[src/rtl/core/bti_pkg.sv]
package bti_pkg;

    localparam int MAX_ROWS    = 16;
    localparam int MAX_COLS    = 16;
    localparam int ROW_W       = 4;
    localparam int COL_W       = 4;
    localparam int BANK_DEPTH  = (MAX_ROWS * MAX_COLS) / 4;
    localparam int BANK_AW     = $clog2(BANK_DEPTH);
    localparam int Q_DEPTH     = 4;
    localparam int Q_PTR_W     = $clog2(Q_DEPTH);
    localparam int Q_CNT_W     = $clog2(Q_DEPTH + 1);
    localparam int CFG_IDX_W   = 3;
    localparam int CFG_DATA_W  = 32;

    localparam logic [CFG_IDX_W-1:0] CFG_P_ORIGIN = 3'd0;
    localparam logic [CFG_IDX_W-1:0] CFG_T_ORIGIN = 3'd1;
    localparam logic [CFG_IDX_W-1:0] CFG_P_INV    = 3'd2;
    localparam logic [CFG_IDX_W-1:0] CFG_T_INV    = 3'd3;
    localparam logic [CFG_IDX_W-1:0] CFG_ROWS     = 3'd4;
    localparam logic [CFG_IDX_W-1:0] CFG_COLS     = 3'd5;

    typedef enum logic [1:0] {
        OP_WRITE   = 2'd0,
        OP_VALUE   = 2'd1,
        OP_SLOPE_P = 2'd2,
        OP_SLOPE_T = 2'd3
    } op_t;

    typedef struct packed {
        op_t                op;
        logic [ROW_W-1:0]   row_index;
        logic [COL_W-1:0]   col_index;
        logic signed [31:0] entry_value;
        logic signed [31:0] pressure;
        logic signed [31:0] temperature;
    } in_item_t;

    typedef struct packed {
        logic signed [31:0] result_value;
        logic               pressure_out_of_range;
        logic               temperature_out_of_range;
    } out_item_t;

    typedef struct packed {
        logic signed [31:0] p_origin;
        logic signed [31:0] t_origin;
        logic [31:0]        p_inv;
        logic [31:0]        t_inv;
        logic [ROW_W-1:0]   row_last;
        logic [COL_W-1:0]   col_last;
    } cfg_t;

    typedef struct packed {
        op_t                op;
        logic [ROW_W-1:0]   row;
        logic [COL_W-1:0]   col;
        logic signed [31:0] value;
        logic [15:0]        lp;
        logic [15:0]        lt;
        logic               pbad;
        logic               tbad;
    } q_item_t;

endpackage

[src/rtl/core/bti_queue.sv]
module bti_queue (
    input  logic             aclk,
    input  logic             aresetn,
    input  logic             push,
    input  bti_pkg::q_item_t din,
    output logic             full,
    input  logic             pop,
    output bti_pkg::q_item_t dout,
    output logic             empty
);
    import bti_pkg::*;

    q_item_t              slot_reg [Q_DEPTH];
    logic [Q_PTR_W-1:0]   wr_ptr_reg;
    logic [Q_PTR_W-1:0]   rd_ptr_reg;
    logic [Q_CNT_W-1:0]   count_reg;

    assign full  = (count_reg == Q_CNT_W'(Q_DEPTH));
    assign empty = (count_reg == '0);
    assign dout  = slot_reg[rd_ptr_reg];

    always_ff @(posedge aclk) begin
        if (!aresetn) begin
            wr_ptr_reg <= '0;
            rd_ptr_reg <= '0;
            count_reg  <= '0;
        end else begin
            if (push) wr_ptr_reg <= wr_ptr_reg + 1'b1;
            if (pop)  rd_ptr_reg <= rd_ptr_reg + 1'b1;
            if (push && !pop)      count_reg <= count_reg + 1'b1;
            else if (pop && !push) count_reg <= count_reg - 1'b1;
        end
        if (push) slot_reg[wr_ptr_reg] <= din;
    end

    a_no_overflow: assert property (@(posedge aclk) disable iff (!aresetn)
        !(push && full)) else $error("queue push while full");
    a_no_underflow: assert property (@(posedge aclk) disable iff (!aresetn)
        !(pop && empty)) else $error("queue pop while empty");
    a_count_bound: assert property (@(posedge aclk) disable iff (!aresetn)
        count_reg <= Q_CNT_W'(Q_DEPTH)) else $error("queue count out of bound");
    a_count_up: assert property (@(posedge aclk) disable iff (!aresetn)
        (push && !pop) |=> count_reg == $past(count_reg) + 1'b1)
        else $error("queue count not incremented");

endmodule

[config.mk]
export PLATFORM = sky130hd
export DESIGN_NAME = bti_queue
export DESIGN_NICKNAME = d
export VERILOG_FILES = /design/src/rtl/core/bti_pkg.sv /design/src/rtl/core/bti_queue.sv
export SDC_FILE = /design/constraint.sdc
export NUM_CORES = 1
export LEC_CHECK = 0
export BUFFER_PORTS_ARGS = -buffer_cell sky130_fd_sc_hd__buf_2
export CAP_MARGIN = 30
export CORE_AREA = 3 3 168 170
export CTS_CLUSTER_DIAMETER = 30
export DETAILED_ROUTE_END_ITERATION = 6
export DIE_AREA = 0 0 171 173
export PLACE_DENSITY_LB_ADDON = 0.25
export SYNTH_ARGS = -nofsm -noshare
export SYNTH_HDL_FRONTEND = slang
export SYNTH_SLANG_ARGS = --single-unit
[constraint.sdc]
create_clock -name aclk -period 3.4 [get_ports aclk]
set_input_delay 0.51 -clock aclk [delete_from_list [all_inputs] [get_ports aclk]]
set_output_delay 0.51 -clock aclk [all_outputs]
set_load 0.02 [all_outputs]
== Yosys cells after proc, flatten, opt, wreduce, memory -nomap -nowiden ==
Memory sizes are Yosys's and may differ from the RTL's. A register that Yosys moved wholly into a read port is not among the register bits.
Cells that the tools add are included.

* Bits in latches: 0
* Bits in registers: 7
* Bits in read-only memories: 0
* Memories kept: 1
* Input port bits: 80
* Memory bits (writable): 304
* Output and inout port bits: 78

* Add/subtract/negate cells: 4
* $mul: 0
* Reductions and logical operators: 6
* Bitwise gates (word level): 0
* Order comparisons: 0
* Equal/unequal tests: 1
* Shift operators: 0
* Mux-type cells: 6
* Div/mod/pow operators: 0

{| class="wikitable"
|+ Memories
! memory !! depth !! width !! rd ports !! clocked after memory_dff !! write ports !! line !! source
|-
| slot_reg || 4 || 76 || 1 || 1 || 1 || bti_queue.sv:13 || <nowiki>q_item_t slot_reg [Q_DEPTH];</nowiki>
|}

{| class="wikitable"
|+ Operators by type and width
! kind !! count
|-
| two-way mux 3 bit || 2
|-
| adder 2 x 1 -> 2 bit (second input constant) || 2
|-
| two-way mux 2 bit || 2
|-
| adder 3 x 1 -> 3 bit (second input constant) || 1
|-
| equality test 3 bit (second input constant) || 1
|-
| logical NOT 3 bit || 1
|-
| subtractor 3 x 1 -> 3 bit (second input constant) || 1
|-
| logical AND 1 bit || 2
|-
| logical NOT 1 bit || 2
|-
| two-way mux 1 bit || 2
|-
| nonzero test 2 bit || 1
|}

== Depth between registers and ports, before layout ==
* Depth in word-level cells: 4
* Mapped depth: 7
* Mapped depth without buffers: 7

== Worst setup path before layout ==
No wires, ideal clock.

* Path type: register -> register
* Start point: register wr_ptr_reg[0]
* End point: memory slot_reg[0][0] in the netlist's numbering, enable pin
* Slack: 0.643 ns
* Data required time: 2.958 ns
* Data arrival time: 2.315 ns
* Cell stages (with the launch flop): 4
* Library setup time: 0.442 ns
* Period minus slack after synthesis: 2.757 ns
* Buffers on the path: 0
* Path through: dfxtp_1 -> inv_1 -> ha_1 -> and2_1

{| class="wikitable"
|+ RTL lines
! what !! line !! source
|-
| start, declared || bti_queue.sv:14 || <nowiki>logic [Q_PTR_W-1:0] wr_ptr_reg;</nowiki>
|-
| start signal, assigned || bti_queue.sv:28 || <nowiki>if (push) wr_ptr_reg <= wr_ptr_reg + 1'b1;</nowiki>
|-
| end, declared || bti_queue.sv:13 ||
|}

No word-level cell before the write port.

==> results.py <==
metrics = {
    "pwr": {
        "total_leakage_power_nw": 5.09,
        "cellPowerDensity_nw_per_um2": 767,
        "total_power_mw": 11.3,
        "vdd_drop_max_v": 0.000435,
    },
    "timing": {
        "fmaxAchievable_mhz": 353,
        "report.final.slew_viol_count": 0,
        "rsz0062_at_grt": "no",
        "period_share_pct": 83.4,
        "hold-worst-slack_ps": 167,
        "report.final.hold_viol_count": 0,
        "timing.max_slew.rel_slack_pct": 54.6,
        "setup_tns_ps": 0,
        "number_of_failing_setup_endpoints_in_the_final_timing_report": 0,
        "worst-slew-pin-transition_ps": 681,
        "fin_worst_skew_ps": 19.6,
        "final.min_clock_period_ps": 2830,
    },
    "drt": {
        "ant_nets": 0,
        "drc_errors": 0,
        "totalWireLength_um": 22000,
        "drt_iter0_drc": 338,
        "via_count": 5366,
        "wl_per_cell_um": 21.2,
        "drt_pre_antenna_iters": 4,
        "post_drt_via_cell_ratio": 5.15,
    },
    "placed_design": {
        "dp_hpwl_um": 13000,
        "port-buffer-count": 157,
        "place_congestion": 0.696,
    },
    "floorplan": {
        "die-width_um": 171,
        "initial_utilization_pct": 42.6,
        "fp.dieH_um": 173,
        "boundaryPins": 158,
        "die_outline_area_um2": 29600,
        "core.rowCount": 60,
        "fp.coreArea_um2": 26900,
    },
    "clock_network": {
        "clock-root-buffer": "clkbuf_16",
        "holdBufCountCts": 0,
        "htree_num_levels": 2,
        "insertion_delay_ps": 560,
        "postCtsSetupBuffers": 0,
        "cts.reportedPaths.clkPinSlew_ps": 50,
        "tritoncts": "built",
        "clock_sinks": 313,
        "count_of_instances_resized_after_the_clock_tree_is_built": 0,
        "cts_inserted_buffers": 58,
        "cts_buffer_depth": 3,
    },
    "flow_run": {
        "timing.max_cap.violations": 0,
    },
    "synth": {
        "mappedNetlistArea_um2": 11500,
        "post_synth_num_cell_types": 22,
        "synth_nets": 526,
        "synth.yosys.warnings": 0,
        "synth_area_per_cell_um2": 26.0,
        "synth.ff_latch_count": 313,
        "synth_cells": 440,
        "yosysSeqAreaShare_pct": 81.3,
    },
    "final_layout": {
        "layout.core_utilization_pct": 54.8,
        "post_route_cells_drive_above_1_share_pct": 49.6,
        "n_fill_cell": 2053,
        "area_growth_syn_to_layout_pct": 28.5,
        "largest_register_ff_count": 304,
        "layout.nets": 738,
    },
    "outcome": {
        "status": "finished clean",
    },
    "global_route": {
        "grt_usage_pct": 15.0,
        "gr-total-overflow": 0,
        "antenna_found_initial": 3,
        "via_count_of_the_first_global_routing_pass": 5965,
        "grt_first_pass_wirelength_um": 34300,
        "grt_max_degree": 47,
    },
    "setup_path": {
        "timing.critical_path.to_type": "output port",
        "crit_arrival_ps": 2320,
        "worst_path_class_setup": "flop to output port",
        "cp.required_ps": 2890,
        "critical_path_peak_fanout": 24,
        "worst-r2r-setup-slack_ps": 1520,
        "timing.critical_path.from_type": "flop",
    },
    "min_path": {
        "hold_path_class": "input pin to flop",
    },
}
==> metrics by stage <==
step                      setup WS (ps)  instance area, um^2  cells
final                               565                14700   1041
after detailed placement           1030                12700    933
after global routing                346                14700   1040
after global placement             1050                12700    933
after CTS                           463                14700   1039
after floorplan                     643                11500    440
==> power by group <==
part	leakage (nW)	total (mW)	switching, mW	internal, mW
combinational	1.25	0.903	0.525	0.378
clock	0.979	5.87	1.94	3.93
sequential	2.87	4.52	0.0775	4.44
==> cell usage after synthesis <==
library cell / n / area [um^2]
o21ai_0: 1 / 5.00
buf_12: 5 / 100
buf_6: 1 / 11.3
nor3_1: 1 / 5.00
buf_1: 3 / 11.3
mux2i_1: 2 / 20.0
xor2_1: 3 / 26.3
buf_2: 5 / 25.0
dfxtp_1: 9 / 180
fa_1: 1 / 20.0
mux4_2: 76 / 1710
and2_1: 9 / 56.3
a21boi_0: 1 / 7.51
nand2_1: 1 / 3.75
buf_4: 3 / 22.5
or3_1: 1 / 6.26
edfxtp_1: 304 / 9130
inv_1: 4 / 15.0
xnor2_1: 2 / 17.5
ha_1: 5 / 62.6
nor3b_1: 1 / 7.51
nor2b_1: 2 / 12.5
==> cell usage in the layout, fill, tap and decap left out, types with 7 or more instances in the layout <==
master        n
mux4_2       76
inv_8         8
clkbuf_16    58
bufinv_16    10
edfxtp_1    304
clkinvlp_4    7
buf_4         8
buf_2       157
dfxtp_1       7
clkinv_1      7
==> layout make-up <==
class	count	area (um^2)	area share [%]
clock inverter	44	588	4.00
inverter	4	15.0	0.102
timing repair buffer	169	926	6.29
sequential	313	9320	63.3
multi-input combinational	106	1970	13.4
clock buffer	62	1470	9.97
antenna	2	5.00	0.0340
tap	341	427	2.90
==> worst max-delay path, cell delays in order (launching register included) <==
cell     delay (ps)
dfxtp_4         660
buf_4           380
mux4_2          550
buf_2           180
==> cell families (layout without fill, tap and decap cells) <==
family | count (synthesis) | after routing | share of synthesized area, %
XOR/XNOR | 5 | 5 | 0.382
multiplexers | 78 | 78 | 15.1
adder cells (fa/ha/maj) | 6 | 6 | 0.721
buffers and inverters | 21 | 279 | 1.62
AND/OR/NAND/NOR | 15 | 15 | 0.797
other | 0 | 2 | 0
AO/OA/AOI/OAI | 2 | 2 | 0.109
flip-flops | 313 | 313 | 81.3
==> layer usage <==
layer	GRT usage, %	wire [um]
met3	5.01	1580
met4	4.46	418
met2	23.8	10600
met1	20.0	9350
met5	0	21
==> worst paths after layout <==
| check | from | endpoint | cells after the start |
|---|---|---|---|
| hold reg to reg | count_reg[2]$_SDFFE_PN0P_ | count_reg[2]$_SDFFE_PN0P_ | 2 |
| setup reg to reg | wr_ptr_reg[0]$_SDFFE_PN0P_ | slot_reg[2][42]$_DFFE_PP_ | 4 |
| setup / recovery | flop | dout[43] | 3 |
| hold / removal | din[12] | slot_reg[1][12]$_DFFE_PP_ | 1 |
No activity file was read; power rests on OpenSTA's default activity.
